`config.mk`:
```
export PLATFORM = sky130hd
export DESIGN_NAME = i2c_register_access_master_top
export DESIGN_NICKNAME = d
export VERILOG_FILES = /design/src/design/i2cm_pkg.sv /design/src/design/i2cm_csr.sv /design/src/design/i2cm_engine.sv /design/src/design/i2c_register_access_master_top.sv
export SDC_FILE = /design/constraint.sdc
export NUM_CORES = 1
export LEC_CHECK = 0
export BUFFER_PORTS_ARGS = -buffer_cell sky130_fd_sc_hd__buf_2
export CAP_MARGIN = 10
export CELL_PAD_IN_SITES_DETAIL_PLACEMENT = 1
export CELL_PAD_IN_SITES_GLOBAL_PLACEMENT = 2
export CORE_MARGIN = 3
export CORE_UTILIZATION = 29
export DETAILED_ROUTE_END_ITERATION = 8
export PLACE_DENSITY_LB_ADDON = 0.1
export SLEW_MARGIN = 30
export SYNTH_ARGS = -nofsm -noshare
export SYNTH_HDL_FRONTEND = slang
export SYNTH_SLANG_ARGS = --single-unit
```
`constraint.sdc`:
```
create_clock -name clock -period 3.3 [get_ports clock]
set_input_delay 0.66 -clock clock [delete_from_list [all_inputs] [get_ports clock]]
set_output_delay 0.66 -clock clock [all_outputs]
set_load 0.005 [all_outputs]
```
`src/design/i2cm_pkg.sv`:
```
// ----------------------------------------------------------------------------
// i2cm_pkg
// Shared types and constants for the I2C register access master.
// ----------------------------------------------------------------------------
package i2cm_pkg;

   typedef enum logic [13:0] {
      PH_IDLE       = 14'b00000000000001,
      PH_BUS_CHECK  = 14'b00000000000010,
      PH_START_HOLD = 14'b00000000000100,
      PH_WR_LOW     = 14'b00000000001000,
      PH_WR_HIGH    = 14'b00000000010000,
      PH_ACK_POLL   = 14'b00000000100000,
      PH_ACK_HIGH   = 14'b00000001000000,
      PH_RD_LOW     = 14'b00000010000000,
      PH_RD_HIGH    = 14'b00000100000000,
      PH_RS_LOW     = 14'b00001000000000,
      PH_STOP_POLL  = 14'b00010000000000,
      PH_STOP_SETUP = 14'b00100000000000,
      PH_STOP_HIGH  = 14'b01000000000000,
      PH_BUS_FREE   = 14'b10000000000000
   } phase_type;

   typedef enum logic [1:0] {
      OP_WRITE  = 2'd0,
      OP_READ   = 2'd1,
      OP_RSTART = 2'd2,
      OP_STOP   = 2'd3
   } op_type;

   localparam logic [1:0] KIND_WRITE  = 2'd0;
   localparam logic [1:0] KIND_READ   = 2'd1;
   localparam logic [1:0] KIND_RSTART = 2'd2;

   localparam logic [2:0] ST_OK         = 3'd0;
   localparam logic [2:0] ST_BUS_BUSY   = 3'd1;
   localparam logic [2:0] ST_SCL_STUCK  = 3'd2;
   localparam logic [2:0] ST_MISMATCH   = 3'd3;
   localparam logic [2:0] ST_NO_ACK     = 3'd4;
   localparam logic [2:0] ST_SDA_STUCK  = 3'd5;

   localparam logic [2:0] CSR_PULL_UP    = 3'd0;
   localparam logic [2:0] CSR_ACK_OFF    = 3'd1;
   localparam logic [2:0] CSR_SCL_LOW    = 3'd2;
   localparam logic [2:0] CSR_SCL_HIGH   = 3'd3;
   localparam logic [2:0] CSR_BUS_FREE   = 3'd4;
   localparam logic [2:0] CSR_BUS_WAIT   = 3'd5;
   localparam logic [2:0] CSR_BUS_RETRY  = 3'd6;
   localparam logic [2:0] CSR_ACK_RETRY  = 3'd7;

   typedef struct packed {
      logic       ack_check_off;
      logic [7:0] scl_low_ticks;
      logic [7:0] scl_high_ticks;
      logic [7:0] bus_free_ticks;
      logic [7:0] bus_wait_ticks;
      logic [3:0] max_bus_retries;
      logic [3:0] max_ack_retries;
   } cfg_type;

   typedef struct packed {
      logic       sda_drive_low;
      logic       scl_drive_low;
      logic       busy_res;
      logic       done_res;
      logic [2:0] status;
      logic [7:0] rd_data;
   } rsp_type;

   function automatic logic [7:0] at_least_one(input logic [7:0] v);
      return (v == 8'd0) ? 8'd1 : v;
   endfunction

endpackage

```
`src/design/i2cm_csr.sv`:
```
// ----------------------------------------------------------------------------
// i2cm_csr
// Configuration register file for the I2C register access master.
// ----------------------------------------------------------------------------
module i2cm_csr
   import i2cm_pkg::*;
(
   input  logic       clock,
   input  logic       reset,
   input  logic       csr_wr_en,
   input  logic [2:0] csr_index,
   input  logic [7:0] csr_wr_data,
   output cfg_type    cfg
);

   cfg_type cfg_ff, cfg_in;
   logic    pull_up_ff, pull_up_in;

   always_comb begin
      cfg_in     = cfg_ff;
      pull_up_in = pull_up_ff;
      if (csr_wr_en) begin
         case (csr_index)
            CSR_PULL_UP:   pull_up_in             = csr_wr_data[0];
            CSR_ACK_OFF:   cfg_in.ack_check_off   = csr_wr_data[0];
            CSR_SCL_LOW:   cfg_in.scl_low_ticks   = csr_wr_data;
            CSR_SCL_HIGH:  cfg_in.scl_high_ticks  = csr_wr_data;
            CSR_BUS_FREE:  cfg_in.bus_free_ticks  = csr_wr_data;
            CSR_BUS_WAIT:  cfg_in.bus_wait_ticks  = csr_wr_data;
            CSR_BUS_RETRY: cfg_in.max_bus_retries = csr_wr_data[3:0];
            CSR_ACK_RETRY: cfg_in.max_ack_retries = csr_wr_data[3:0];
            default:       cfg_in                 = cfg_ff;
         endcase
      end
   end

   always_ff @(posedge clock) begin
      if (reset) begin
         pull_up_ff             <= 1'b0;
         cfg_ff.ack_check_off   <= 1'b0;
         cfg_ff.scl_low_ticks   <= 8'd2;
         cfg_ff.scl_high_ticks  <= 8'd1;
         cfg_ff.bus_free_ticks  <= 8'd2;
         cfg_ff.bus_wait_ticks  <= 8'd10;
         cfg_ff.max_bus_retries <= 4'd10;
         cfg_ff.max_ack_retries <= 4'd10;
      end else begin
         pull_up_ff <= pull_up_in;
         cfg_ff     <= cfg_in;
      end
   end

   // pull-up selection is held in a register but drives no output of this module
   assign cfg = cfg_ff;

endmodule

```
`src/design/i2cm_engine.sv`:
```
// ----------------------------------------------------------------------------
// i2cm_engine
// Bus sequencer: one tick or command per cycle while step is high; result is combinational.
// ----------------------------------------------------------------------------
module i2cm_engine
   import i2cm_pkg::*;
#(
   parameter int STOP_TICKS  = 1,
   parameter int RETRY_TICKS = 1
)
(
   input  logic       clock,
   input  logic       reset,
   input  cfg_type    cfg,
   input  logic       step,
   input  logic       action,
   input  logic [1:0] cmd_kind,
   input  logic [7:0] dev_addr,
   input  logic [7:0] reg_addr,
   input  logic [7:0] wr_data,
   input  logic       sda_in,
   input  logic       scl_in,
   output rsp_type    rsp
);

   localparam logic [7:0] StopT  = 8'(STOP_TICKS);
   localparam logic [7:0] RetryT = 8'(RETRY_TICKS);

   phase_type  phase_ff, phase_in;
   logic [3:0] bit_ff, bit_in, retry_ff, retry_in;
   logic [2:0] idx_ff, idx_in;
   logic [7:0] timer_ff, timer_in, shift_ff, shift_in, rdb_ff, rdb_in;
   logic [1:0] kind_ff, kind_in;
   logic [7:0] dev_ff, dev_in, reg_ff, reg_in, dat_ff, dat_in;
   logic [2:0] stat_ff, stat_in;
   logic       sda_ff, sda_in_n, scl_ff, scl_in_n, stuck_ff, stuck_in, done_in;

   logic [2:0] bi_idx;
   logic [7:0] bi_low;
   logic       bi_go;
   op_type     op;
   logic [7:0] op_byte;
   logic [3:0] bit_inc;
   logic [7:0] shl;

   always_comb begin
      op      = OP_STOP;
      op_byte = 8'd0;
      if (bi_idx == 3'd0) begin
         op      = OP_WRITE;
         op_byte = (kind_ff == KIND_RSTART) ? {dev_ff[7:1], 1'b0} : dev_ff;
      end else if (bi_idx == 3'd1) begin
         op      = OP_WRITE;
         op_byte = reg_ff;
      end else if (kind_ff == KIND_WRITE) begin
         if (bi_idx == 3'd2) begin
            op      = OP_WRITE;
            op_byte = dat_ff;
         end
      end else if (kind_ff == KIND_READ) begin
         if (bi_idx == 3'd2) op = OP_READ;
      end else begin
         if (bi_idx == 3'd2) op = OP_RSTART;
         else if (bi_idx == 3'd3) begin
            op      = OP_WRITE;
            op_byte = {dev_ff[7:1], 1'b1};
         end else if (bi_idx == 3'd4) op = OP_READ;
      end
   end

   always_comb begin
      phase_in = phase_ff; bit_in = bit_ff; retry_in = retry_ff; idx_in = idx_ff;
      timer_in = timer_ff; shift_in = shift_ff; rdb_in = rdb_ff; kind_in = kind_ff;
      dev_in = dev_ff; reg_in = reg_ff; dat_in = dat_ff; stat_in = stat_ff;
      sda_in_n = sda_ff; scl_in_n = scl_ff; stuck_in = stuck_ff; done_in = 1'b0;
      bi_go = 1'b0; bi_idx = idx_ff; bi_low = cfg.scl_low_ticks;
      bit_inc = bit_ff + 4'd1;
      shl = {shift_ff[6:0], 1'b0};
      if (action) begin
         if (phase_ff == PH_IDLE && cmd_kind != 2'd3) begin
            kind_in = cmd_kind; dev_in = dev_addr; reg_in = reg_addr; dat_in = wr_data;
            idx_in = 3'd0; bit_in = 4'd0; retry_in = 4'd0; stuck_in = 1'b0;
            sda_in_n = 1'b0; scl_in_n = 1'b0;
            phase_in = PH_BUS_CHECK; timer_in = 8'd1;
         end
      end else if (phase_ff != PH_IDLE) begin
         if (timer_ff > 8'd1) begin
            timer_in = timer_ff - 8'd1;
         end else begin
            timer_in = 8'd0;
            case (phase_ff)
               PH_BUS_CHECK: begin
                  if (sda_in && scl_in) begin
                     sda_in_n = 1'b1; retry_in = 4'd0;
                     phase_in = PH_START_HOLD; timer_in = at_least_one(cfg.scl_low_ticks);
                  end else if (retry_ff >= cfg.max_bus_retries) begin
                     phase_in = PH_IDLE; stat_in = ST_BUS_BUSY; done_in = 1'b1;
                  end else begin
                     retry_in = retry_ff + 4'd1;
                     timer_in = at_least_one(cfg.bus_wait_ticks);
                  end
               end
               PH_START_HOLD: begin
                  if (scl_in) begin
                     scl_in_n = 1'b1; bi_go = 1'b1;
                     bi_low = at_least_one({1'b0, cfg.scl_low_ticks[7:1]});
                  end else if (retry_ff >= cfg.max_bus_retries) begin
                     phase_in = PH_IDLE; stat_in = ST_SCL_STUCK; done_in = 1'b1;
                  end else begin
                     retry_in = retry_ff + 4'd1;
                     timer_in = at_least_one(cfg.bus_wait_ticks);
                  end
               end
               PH_WR_LOW: begin
                  if (shift_ff[7] && !sda_in) begin
                     phase_in = PH_IDLE; stat_in = ST_MISMATCH; done_in = 1'b1;
                  end else begin
                     scl_in_n = 1'b0; phase_in = PH_WR_HIGH;
                     timer_in = at_least_one(cfg.scl_high_ticks);
                  end
               end
               PH_WR_HIGH: begin
                  scl_in_n = 1'b1; shift_in = shl; bit_in = bit_inc;
                  timer_in = at_least_one(cfg.scl_low_ticks);
                  if (bit_inc < 4'd8) begin
                     sda_in_n = ~shl[7]; phase_in = PH_WR_LOW;
                  end else begin
                     sda_in_n = 1'b0; retry_in = 4'd0; phase_in = PH_ACK_POLL;
                  end
               end
               PH_ACK_POLL: begin
                  if (cfg.ack_check_off || !sda_in) begin
                     scl_in_n = 1'b0; phase_in = PH_ACK_HIGH;
                     timer_in = at_least_one(cfg.scl_high_ticks);
                  end else if (retry_ff >= cfg.max_ack_retries) begin
                     phase_in = PH_IDLE; stat_in = ST_NO_ACK; done_in = 1'b1;
                  end else begin
                     retry_in = retry_ff + 4'd1; timer_in = at_least_one(RetryT);
                  end
               end
               PH_ACK_HIGH: begin
                  scl_in_n = 1'b1; bi_idx = idx_ff + 3'd1; bi_go = 1'b1;
               end
               PH_RD_LOW: begin
                  scl_in_n = 1'b0; phase_in = PH_RD_HIGH;
                  timer_in = at_least_one(cfg.scl_high_ticks);
               end
               PH_RD_HIGH: begin
                  shift_in = {shift_ff[6:0], sda_in}; scl_in_n = 1'b1; bit_in = bit_inc;
                  if (bit_inc < 4'd8) begin
                     phase_in = PH_RD_LOW; timer_in = at_least_one(cfg.scl_low_ticks);
                  end else begin
                     rdb_in = {shift_ff[6:0], sda_in};
                     bi_idx = idx_ff + 3'd1; bi_go = 1'b1;
                  end
               end
               PH_RS_LOW: begin
                  scl_in_n = 1'b0; sda_in_n = 1'b0; retry_in = 4'd0;
                  phase_in = PH_BUS_CHECK; timer_in = at_least_one(cfg.bus_wait_ticks);
               end
               PH_STOP_POLL: begin
                  if (sda_in || retry_ff >= cfg.max_ack_retries) begin
                     if (!sda_in) stuck_in = 1'b1;
                     sda_in_n = 1'b1; phase_in = PH_STOP_SETUP; timer_in = 8'd1;
                  end else begin
                     retry_in = retry_ff + 4'd1; timer_in = at_least_one(RetryT);
                  end
               end
               PH_STOP_SETUP: begin
                  scl_in_n = 1'b0; phase_in = PH_STOP_HIGH; timer_in = at_least_one(StopT);
               end
               PH_STOP_HIGH: begin
                  sda_in_n = 1'b0; phase_in = PH_BUS_FREE;
                  timer_in = at_least_one(cfg.bus_free_ticks);
               end
               default: begin
                  phase_in = PH_IDLE; done_in = 1'b1;
                  stat_in = stuck_ff ? ST_SDA_STUCK : ST_OK;
               end
            endcase
            if (done_in) begin
               sda_in_n = 1'b0; scl_in_n = 1'b0; timer_in = 8'd0;
            end
            if (bi_go) begin
               idx_in = bi_idx; bit_in = 4'd0; retry_in = 4'd0;
               timer_in = at_least_one(bi_low);
               case (op)
                  OP_WRITE: begin
                     shift_in = op_byte; sda_in_n = ~op_byte[7]; phase_in = PH_WR_LOW;
                  end
                  OP_READ: begin
                     sda_in_n = 1'b0; shift_in = 8'd0; phase_in = PH_RD_LOW;
                  end
                  OP_RSTART: begin
                     sda_in_n = 1'b0; idx_in = bi_idx + 3'd1; phase_in = PH_RS_LOW;
                  end
                  default: begin
                     sda_in_n = 1'b0; phase_in = PH_STOP_POLL;
                  end
               endcase
            end
         end
      end
   end

   always_ff @(posedge clock) begin
      if (reset) begin
         phase_ff <= PH_IDLE; bit_ff <= '0; retry_ff <= '0; idx_ff <= '0;
         timer_ff <= '0; shift_ff <= '0; rdb_ff <= '0; kind_ff <= '0;
         dev_ff <= '0; reg_ff <= '0; dat_ff <= '0; stat_ff <= ST_OK;
         sda_ff <= 1'b0; scl_ff <= 1'b0; stuck_ff <= 1'b0;
      end else if (step) begin
         phase_ff <= phase_in; bit_ff <= bit_in; retry_ff <= retry_in; idx_ff <= idx_in;
         timer_ff <= timer_in; shift_ff <= shift_in; rdb_ff <= rdb_in; kind_ff <= kind_in;
         dev_ff <= dev_in; reg_ff <= reg_in; dat_ff <= dat_in; stat_ff <= stat_in;
         sda_ff <= sda_in_n; scl_ff <= scl_in_n; stuck_ff <= stuck_in;
      end
   end

   assign rsp.sda_drive_low = sda_in_n;
   assign rsp.scl_drive_low = scl_in_n;
   assign rsp.busy_res      = (phase_in != PH_IDLE);
   assign rsp.done_res      = done_in;
   assign rsp.status        = stat_in;
   assign rsp.rd_data       = rdb_in;

   a_done_idle: assert property (@(posedge clock) disable iff (reset)
      (step && done_in) |=> (phase_ff == PH_IDLE))
      else $error("done without returning to idle");
   a_idle_released: assert property (@(posedge clock) disable iff (reset)
      (phase_ff == PH_IDLE) |-> (!sda_ff && !scl_ff))
      else $error("line driven while idle");
   a_idle_timer: assert property (@(posedge clock) disable iff (reset)
      (phase_ff == PH_IDLE) |-> (timer_ff == 8'd0))
      else $error("timer running while idle");

endmodule

```
`src/design/i2c_register_access_master_top.sv`:
```
// ----------------------------------------------------------------------------
// i2c_register_access_master_top
// I2C master for one-byte register write, read and combined read transactions.
// ----------------------------------------------------------------------------
// Every request (a microsecond tick with sampled SDA/SCL, or a start command)
// yields one registered response carrying the line drives, busy/done flags,
// status and last read byte; one request is accepted per cycle while the
// skid stage is empty, through the single sequencer update between the
// request and the response register, with a one-entry skid stage so a further
// request is still accepted while a response waits to be taken.
module i2c_register_access_master_top
   import i2cm_pkg::*;
#(
   parameter int STOP_TICKS  = 1,
   parameter int RETRY_TICKS = 1
)
(
   input  logic       clock,
   input  logic       reset,
   input  logic       req_valid,
   output logic       req_ready,
   input  logic       req_action,
   input  logic [1:0] req_cmd_kind,
   input  logic [7:0] req_dev_addr,
   input  logic [7:0] req_reg_addr,
   input  logic [7:0] req_wr_data,
   input  logic       req_sda_in,
   input  logic       req_scl_in,
   output logic       rsp_valid,
   input  logic       rsp_ready,
   output logic       rsp_sda_drive_low,
   output logic       rsp_scl_drive_low,
   output logic       rsp_busy_res,
   output logic       rsp_done_res,
   output logic [2:0] rsp_status,
   output logic [7:0] rsp_rd_data,
   input  logic       csr_wr_en,
   input  logic [2:0] csr_index,
   input  logic [7:0] csr_wr_data
);

   cfg_type cfg;
   rsp_type eng_rsp, out_ff, out_in, skid_ff, skid_in;
   logic    ov_ff, ov_in, sv_ff, sv_in, step;

   i2cm_csr u_csr (
      .clock, .reset, .csr_wr_en, .csr_index, .csr_wr_data, .cfg
   );

   assign req_ready = !sv_ff;
   assign step      = req_valid && req_ready;

   i2cm_engine #(.STOP_TICKS(STOP_TICKS), .RETRY_TICKS(RETRY_TICKS)) u_engine (
      .clock, .reset, .cfg, .step,
      .action(req_action), .cmd_kind(req_cmd_kind), .dev_addr(req_dev_addr),
      .reg_addr(req_reg_addr), .wr_data(req_wr_data),
      .sda_in(req_sda_in), .scl_in(req_scl_in), .rsp(eng_rsp)
   );

   always_comb begin
      out_in = out_ff; ov_in = ov_ff; skid_in = skid_ff; sv_in = sv_ff;
      if (ov_ff && rsp_ready) begin
         ov_in = sv_ff; out_in = skid_ff; sv_in = 1'b0;
      end
      if (step) begin
         if (ov_in) begin
            sv_in = 1'b1; skid_in = eng_rsp;
         end else begin
            ov_in = 1'b1; out_in = eng_rsp;
         end
      end
   end

   always_ff @(posedge clock) begin
      if (reset) begin
         ov_ff <= 1'b0;
         sv_ff <= 1'b0;
      end else begin
         ov_ff <= ov_in;
         sv_ff <= sv_in;
      end
      out_ff  <= out_in;
      skid_ff <= skid_in;
   end

   assign rsp_valid         = ov_ff;
   assign rsp_sda_drive_low = out_ff.sda_drive_low;
   assign rsp_scl_drive_low = out_ff.scl_drive_low;
   assign rsp_busy_res      = out_ff.busy_res;
   assign rsp_done_res      = out_ff.done_res;
   assign rsp_status        = out_ff.status;
   assign rsp_rd_data       = out_ff.rd_data;

   a_skid_needs_out: assert property (@(posedge clock) disable iff (reset)
      sv_ff |-> ov_ff)
      else $error("skid holds data with output empty");
   a_skid_stalls: assert property (@(posedge clock) disable iff (reset)
      (ov_ff && !rsp_ready && step) |=> sv_ff)
      else $error("response lost on stall");
   a_drain: assert property (@(posedge clock) disable iff (reset)
      (sv_ff && rsp_ready) |=> ov_ff)
      else $error("skid entry dropped");

endmodule
```
After elaboration in Yosys (flattened, before gate mapping). Cells that the tools add are included.

Bits in read-only memories: 0. Logic and storage cells: 297. Latch bits: 0. Memories: 0. Bits of input ports: 45. RAM bits: 0. Output and inout bits: 17. Register bits: 154.

Multiplexer cells: 164. $mul: 0. Bitwise operators: 4. Reduce and logical (&&, ||, !) cells: 45. Shift operators: 0. Equal/unequal tests: 39. Add/subtract/negate cells: 5. Divide/modulo/power cells: 0. $lt $le $gt $ge: 4.

Operator list (count): 8-bit 2-to-1 mux (35); 14-bit 2-to-1 mux (12); 14-bit one-hot mux with 12 select lines (1); 8-bit one-hot mux with 10 select lines (1); 3-bit 2-to-1 mux (24); 4-bit 2-to-1 mux (17); 1-bit 2-to-1 mux (49); 15-bit 2-to-1 mux (3); 8-bit logical NOT (5); 11-bit one-hot mux with 3 select lines (1); 8-bit one-hot mux with 2 select lines (2); 14-bit by 1-bit inequality test with 1-bit output (second input constant) (2); 4-bit one-hot mux with 6 select lines (1); 2-bit 2-to-1 mux (9); 4-bit inequality test (second input constant) (4); 2-bit AND reduction (8); 3-bit == test (second input constant) (5); 3-bit one-hot mux with 5 select lines (1); 14-bit by 1-bit == test with 1-bit output (second input constant) (1); 14-bit by 10-bit == test with 1-bit output (second input constant) (1); 14-bit by 11-bit == test with 1-bit output (second input constant) (1); 14-bit by 12-bit == test with 1-bit output (second input constant) (1); 14-bit by 13-bit == test with 1-bit output (second input constant) (1); 14-bit by 2-bit == test with 1-bit output (second input constant) (1); other kinds (45) (75).

Logic depth before layout (Yosys ltp). Gate-level depths: netlist of run 1.

Word-level depth: 27. Gate-level depth with buffers: 14.

Modules after synthesis. A second synthesis of run 1 with hierarchy kept.

Cell total of the unflattened synthesis: 1100. Area total of the unflattened synthesis: 9168.8 um2.

Modules (own cells, without submodules): i2cm_engine (seq. area each 1621.6 um2, cells each 872, instances 1, area an instance 6213.5 um2); i2cm_csr (seq. area each 820.8 um2, cells each 152, instances 1, area an instance 1666.6 um2); i2c_register_access_master_top (seq. area each 790.8 um2, cells each 76, instances 1, area an instance 1288.7 um2).

Worst setup path after synthesis of run 1. Ideal clock, no wire load.

Kind: reg-to-reg. From: register u_engine.phase_ff[8]. To: register skid_ff[12] in the netlist's numbering, data pin. Path slack: 187 ps. Clock period less this slack: 3113 ps. Library setup time: 269 ps. Arrival time: 2844 ps. Path buffers: 4. Cell stages (with the launch flop): 14. Cell sequence: dfxtp_1 > buf_6 > or3_1 > buf_2 > or4_4 > buf_6 > nand2_4 > buf_6 > o31a_4 > a31oi_2 > or2_4 > a41o_1 > nor4_2 > nand2_1.

RTL lines: from (decl) (line i2cm_engine.sv:29) `phase_type phase_ff, phase_in;`; from (signal assigned) (line i2cm_engine.sv:213) `phase_ff <= phase_in; bit_ff <= bit_in; retry_ff <= retry_in; idx_ff <= idx_in;`; to (signal assigned) (line i2c_register_access_master_top.sv:83) `skid_ff <= skid_in;`; to (decl) (line i2c_register_access_master_top.sv:43) `rsp_type eng_rsp, out_ff, out_in, skid_ff, skid_in;`.

Worst setup path in the final report of run 1.
From: register u_engine.phase_ff[1]. To: register u_engine.sda_ff.

Cells in the longest elaborated chain, start to end: 22.

RTL lines: 14-bit by 9-bit == test with 1-bit output / 14-bit by 7-bit == test with 1-bit output (equally long branches) (line i2cm_engine.sv:91) `case (phase_ff)`; 3-bit one-hot mux with 2 select lines (line i2cm_engine.sv:91); 3-bit 2-to-1 mux (line i2cm_engine.sv:87) `if (timer_ff > 8'd1) begin`; 3-bit 2-to-1 mux (line i2cm_engine.sv:86) `end else if (phase_ff != PH_IDLE) begin`; 3-bit 2-to-1 mux (line i2cm_engine.sv:79) `if (action) begin`; 3-bit 2-to-1 mux (line i2cm_engine.sv:87); 3-bit 2-to-1 mux (line i2cm_engine.sv:86); 3-bit 2-to-1 mux (line i2cm_engine.sv:79); [6 not listed]; 2-bit 2-to-1 mux (line i2cm_engine.sv:52) `end else if (bi_idx == 3'd1) begin`; 2-bit 2-to-1 mux (line i2cm_engine.sv:49) `if (bi_idx == 3'd0) begin`; 2-bit logical NOT (line i2cm_engine.sv:187) `case (op)`; 1-bit 2-to-1 mux (line i2cm_engine.sv:187); 1-bit 2-to-1 mux (line i2cm_engine.sv:184) `if (bi_go) begin`; 1-bit 2-to-1 mux (line i2cm_engine.sv:87); 1-bit 2-to-1 mux (line i2cm_engine.sv:86); 1-bit 2-to-1 mux * (line i2cm_engine.sv:79); to (signal assigned) (line i2cm_engine.sv:216) `sda_ff <= sda_in_n; scl_ff <= scl_in_n; stuck_ff <= stuck_in;`; to (decl) (line i2cm_engine.sv:36) `logic sda_ff, sda_in_n, scl_ff, scl_in_n, stuck_ff, stuck_in, done_in;`.

Mark *: on every way between the ends. The rest lies on a longest branch, timed or not. The select of a mux whose other input is x is not followed. A chain may end at the register's enable or synchronous reset.

==> results.cfg, run 1 <==
[setup_path]
critical_path.top_delay_family = simple AND/OR/NAND/NOR gates
critPathMaxStageDelay_ns = 0.58
slowest_stage = or4b_4
critPathLaunchType = flip-flop
critPathKind = reg -> reg
crit_arrival_ns = 3.60
worst-path-buf-inv = 1
crit_fanout = 10
path_depth = 10
critPathCaptureType = flip-flop
r2r_cells = 10
cp_cell_sequence = or4b_4, or4_4, nand2_4, o31a_4, a31oi_2, buf_4, nor4_4, nor3b_1, o221ai_1, a21oi_1
cp.required_ns = 3.68

[run]
drv_cap = 0

[floorplanning]
dieHeight_um = 183
start_util = 0.296
die_area_um2 = 33600
die_w_um = 183
coreArea_um2 = 30800
num_rows = 64
io_pins = 62

[timing]
post-route-min-period_ns = 3.21
fin_crit_sh = 0.974
rsz0062_at_grt = true
finalHoldViolCount = 0
tightest_slew_ns = 0.878
fin_skew_ns = 0.0119
relSlewSlack = 0.410
setup_viol = 0
fmax_mhz = 311
fin_tns_setup_ns = 0
slew_violations = 0
setup_slack_ns = 0.0854

[global_routing]
first_global_vias = 9573
grt_usage = 0.222
grt_pass1_wl_um = 57600
antenna_found_initial = 0
overflow = 0
grt_max_degree = 63

[power_and_ir_drop]
ir_drop_mv = 0.495
switchingPower_uw = 2020
clkPwrFrac = 0.361
leakage_uw = 0.00464
swShare = 0.346
p_comb_frac = 0.280
p_int_uw = 3820
p_seq_frac = 0.359
p_per_area_nw_per_um2 = 504

[place]
io_buffers = 61
pre_cts_ws_ns = -0.0555
dp_hpwl_um = 28300
place.gp.congestion = 0.944

[clocking]
clkSlewWorstSetupHoldPaths_ns = 0.07
max-clock-path-buffers = 2
h-tree-depth = 4
tritoncts = done
root_buffer = clkbuf_16
cts_sinks = 154
insertion_delay_ns = 0.45
numCtsBuffers = 17

[detailed_routing]
drtIter0Drc = 496
route.detailed.drc = 0
vias = 9442
vias_per_cell = 5.46
wl_per_cell_um = 21.5
drtAntennaViolNets = 0
detail_route.first_pass.iterations = 5
routed_wl_um = 37100

[logic_synthesis]
yosys.area.top_type = dfxtp_1
synth_edf_count = 15
synth_top_family_by_area = simple AND/OR/NAND/NOR gates
yosys-top-cells-count = nand2_1, dfxtp_1, nor2_1
synth_compound_area_frac = 0.228
yosysMostFrequentCell = nand2_1
seq_area_frac_synth = 0.354
ys_ff_latch = 154
synth_top_area_frac = 0.305
synthXorXnorAreaFrac = 0.0154
ys_warn_count = 0
synth-simple-area-share = 0.291
syn-num-nets = 1227
ys_types = 86
syn-instance-count = 1168
synth_area_leaders = dfxtp_1, nand2_1, a21oi_1, nor2_1, edfxtp_1
avgSynthCellArea_um2 = 7.81
synthMuxAreaShare = 0.0485
netlist_area_um2 = 9130
yosys_most_used_dff = dfxtp_1
async_reset_ff_frac = 0
synthAdderAreaFrac = 0.0192

[worst_hold_path]
hp-class = in -> reg
worstHoldPathCells = 3

[cells_and_area]
area.growth.synth_to_final_pct = 26.7
fin_nets = 1379
diodes = 0
fin_util = 0.375
drive_above_1_share = 0.238

[outcome]
status = complete, no violations
==> cells by family (layout without fill, tap and decap cells) <==
logic type / Yosys count / count (layout)
AO/OA/AOI/OAI: 315 / 315
XOR/XNOR: 16 / 16
adder cells (fa/ha/maj): 14 / 14
buffers and inverters: 98 / 263
flip-flops: 154 / 154
multiplexers: 43 / 43
AND/OR/NAND/NOR: 528 / 528
==> per-stage QoR <==
step                      instance area (um^2)  std cells  hold WS [ns]  total power, uW
after floorplan                           9130       1168         0.427             2980
after global placement                   10700       1694         0.439             3690
after detailed placement                 10700       1694         0.447             3700
after CTS                                11400       1726         0.423             5850
after global routing                     11600       1729         0.432             6150
final                                    11600       1729         0.448             5840
==> worst register-to-register path, stage by stage (launching register included) <==
cell      delay (ns)
dfxtp_2         0.36
or4b_4          0.59
or4_4           0.57
nand2_4         0.17
o31a_4          0.19
a31oi_2         0.05
buf_4           0.17
nor4_4          0.41
nor3b_1         0.33
o221ai_1        0.16
a21oi_1         0.15
==> worst paths after layout <==
path | from | end | slack [ns]
hold reg to reg | u_engine.reg_ff[2] | u_engine.reg_ff[2] | 0.46
setup reg to reg | u_engine.phase_ff[1] | u_engine.sda_ff | 0.09
setup / recovery | u_engine.phase_ff[1] | u_engine.sda_ff | 0.09
hold / removal | req_dev_addr[1] | u_engine.dev_ff[1] | 0.45
==> routing by layer <==
| metal | vias to the layer above | track usage | wire length (um) |
|---|---|---|---|
| met5 | - | 0 | 0 |
| li1 | 4575 | - | - |
| met4 | 0 | 0.0865 | 1250 |
| met1 | 4599 | 0.319 | 18500 |
| met3 | 51 | 0.0356 | 1470 |
| met2 | 217 | 0.332 | 15900 |
==> repair_timing <==
item | 4_1_cts | 5_1_grt
hold buffers | 0 | 0
pin swaps | 0 | 6
resized for setup | 4 | 32
setup buffers | 0 | 3
setup endpoints to repair | 14 | 28
==> power by group through the flow <==
stage | clock network [uW] | logic, uW | registers, uW
final | 2110 | 1630 | 2090
after CTS | 2180 | 1580 | 2090
after global routing | 2250 | 1790 | 2110
after floorplan | 0 | 871 | 2110
after detailed placement | 0 | 1570 | 2140
after global placement | 0 | 1560 | 2130
==> final cells by class <==
cell class	count	area [um^2]
Fill cell	3733	19300
Multi-Input combinational cell	916	5690
Sequential cell	154	3240
Timing Repair Buffer	206	1440
Tap cell	396	495
Clock buffer	18	439
Clock inverter	14	175
Inverter	25	93.8
==> sequential cells by signal, indices dropped and copies added, names as in the netlist, 4 cells and up <==
name               count
u_engine.retry_ff      4
u_engine.reg_ff        8
u_csr.cfg             41
u_engine.shift_ff      8
u_engine.phase_ff     14
skid_ff               15
u_engine.bit_ff        4
u_engine.dev_ff        8
rsp_rd_data            8
u_engine.rdb_ff        8
u_engine.dat_ff        8
u_engine.timer_ff      8
==> cells in the final DEF, fill, tap and decap left out, drive strengths merged, types with 8 or more instances in the layout <==
cell	Yosys	final
buf	14	206
nand2	173	173
dfxtp	139	139
nor2	133	133
a21oi	123	123
o21ai	55	55
nor3	41	41
mux2i	33	33
inv	24	33
nand3	29	29
nor4	29	29
a22oi	19	19
or4	19	19
clkbuf	59	18
edfxtp	15	15
ha	14	14
and3	13	13
xnor2	13	13
or3	13	13
nor2b	11	11
mux2	10	10
nand2b	10	10
o21a	10	10
nand4	9	9
or2	9	9
o211ai	8	8
and2	8	8
o31ai	8	8
a211oi	8	8
Power figures use the tool's default switching activity.
==> run 2: changes to the inputs <==
Settings changed: MAX_ROUTING_LAYER set to met4.
==> results.cfg, run 2 (synthesis gave the netlist of run 1 again) <==
[outcome]
status = complete, no violations

[floorplanning]
die_w_um = 183
dieHeight_um = 183
start_util = 0.296
coreArea_um2 = 30800
die_area_um2 = 33600
num_rows = 64
io_pins = 62

[timing]
fin_skew_ns = 0.0116
tightest_slew_ns = 0.703
finalHoldViolCount = 0
slew_violations = 0
fin_tns_setup_ns = 0
fin_crit_sh = 0.986
timing.hold.ws_ns = 0.446
relSlewSlack = 0.529
fmax_mhz = 307
post-route-min-period_ns = 3.25
setup_viol = 0
rsz0062_at_grt = true

[clocking]
h-tree-depth = 4
insertion_delay_ns = 0.45
clkSlewWorstSetupHoldPaths_ns = 0.07
root_buffer = clkbuf_16
cts_hold_buf = 0
max-clock-path-buffers = 2
tritoncts = done
cts_sinks = 154
numCtsBuffers = 17

[global_routing]
grt_pass1_wl_um = 57600
first_global_vias = 9660
grt_max_degree = 50
grtUsageMet3 = 0.0388
use_met2 = 0.330
overflow = 0
grt_busiest_layer = met2
grt_usage = 0.229
gr-usage-met1 = 0.321
antenna_found_initial = 1

[power_and_ir_drop]
leakage_uw = 0.00472
p_per_area_nw_per_um2 = 494
finalPower_uw = 5760
ir_drop_mv = 0.446

[setup_path]
crit_arrival_ns = 3.58
slowest_stage = or4_4
critPathCaptureType = flip-flop
crit_fanout = 6
cp_cell_sequence = or4b_4, or4_4, buf_4, nor2_1, nor2_1, nor2_1, o21ai_0, a22oi_1, nor2_1
critPathLaunchType = flip-flop
critPathMaxStageDelay_ns = 0.63
r2r_cells = 9
cp.required_ns = 3.62
critPathKind = reg -> reg
cp_common_cell = nor2_1

[cells_and_area]
fin_util = 0.378
largest_reg_flops = 41
area.growth.synth_to_final_pct = 27.8
fill_cells = 3717
fin_nets = 1400
diodes = 0
layout_commonest_cell = nand2_1
drive_above_1_share = 0.248
instances_no_fill = 1750
mostFrequentLayoutCells = nand2_1, buf_4, dfxtp_1, nor2_1, a21oi_1

[place]
dp_hpwl_um = 28800
dp_cells = 1715
io_buffers = 61
place.gp.congestion = 0.982

[detailed_routing]
routed_wl_um = 36900
vias_per_cell = 5.40
vias = 9451
detail_route.first_pass.iterations = 4
drtIter0Drc = 573
drtAntennaViolNets = 0
route.detailed.drc = 0
wl_per_cell_um = 21.1

[worst_hold_path]
hp-class = in -> reg
worstHoldPathCells = 3

[run]
drv_cap = 0
## run 2: cell count changes in the layout (fill, tap and decap cells not counted), moves of 2 or more
cell / previous run / this run
buf_12: 3 / 0
a311oi_2: 0 / 2
o21ai_0: 50 / 46
dfxtp_1: 136 / 138
a311oi_1: 3 / 1
nor2_1: 130 / 132
buf_4: 142 / 167
nor4_2: 6 / 4
o21ai_1: 4 / 7
dfxtp_2: 2 / 0
nor2_2: 2 / 0
## run 2: repair_timing
| item | 4_1_cts | 5_1_grt |
|---|---|---|
| setup endpoints to repair | 11 | 41 |
| gates resized for setup | 3 | 32 |
| buffers inserted | 0 | 3 |
| pin swaps | 0 | 9 |
## run 2: metal layers
metal / up-vias / routed length, um / part of all wire
met5: - / 0 / 0
met4: 0 / 1190 / 0.032
met3: 59 / 1530 / 0.042
met2: 221 / 15900 / 0.43
met1: 4553 / 18200 / 0.49
li1: 4618 / - / -
## run 2: area by class of cell
| class | count | area, um^2 | share of cell area |
|---|---|---|---|
| clock buffers | 18 | 439 | 0.0377 |
| multi-input cells | 916 | 5690 | 0.488 |
| repair buffers | 227 | 1550 | 0.133 |
| clock inverters | 14 | 153 | 0.0131 |
| well taps | 396 | 495 | 0.0425 |
| inverters | 25 | 93.8 | 0.00805 |
| flip-flops and latches | 154 | 3240 | 0.278 |
## run 2: final timing paths
check	startpoint	slack, ns	to
setup / recovery	u_engine.phase_ff[2]	0.05	u_engine.phase_ff[12]
hold / removal	req_reg_addr[7]	0.45	u_engine.reg_ff[7]
setup reg to reg	u_engine.phase_ff[2]	0.05	u_engine.phase_ff[12]
hold reg to reg	u_engine.reg_ff[0]	0.45	u_engine.reg_ff[0]
## run 2: worst max-delay path: cells and delay by family, from the launching register on
kind,cells,cell delay (ns)
buffers and inverters,1,0.19
AND/OR/NAND/NOR,6,2.04
flip-flops,1,0.37
AO/OA/AOI/OAI,2,0.51
## run 2: through the flow
step | area, um^2 | setup WS, ns
detailed placement | 10900 | -0.0790
global placement | 10900 | -0.182
global route | 11700 | -0.0654
finish | 11700 | 0.0463
CTS | 11500 | 0.0168
floorplan | 9130 | 0.187
## run 2: power breakdown
group / total [uW] / internal (uW) / switching, uW
Clock: 2030 / 1090 / 932
Sequential: 2090 / 2000 / 82.0
Combinational: 1650 / 654 / 997
Total: 5760 / 3750 / 2010
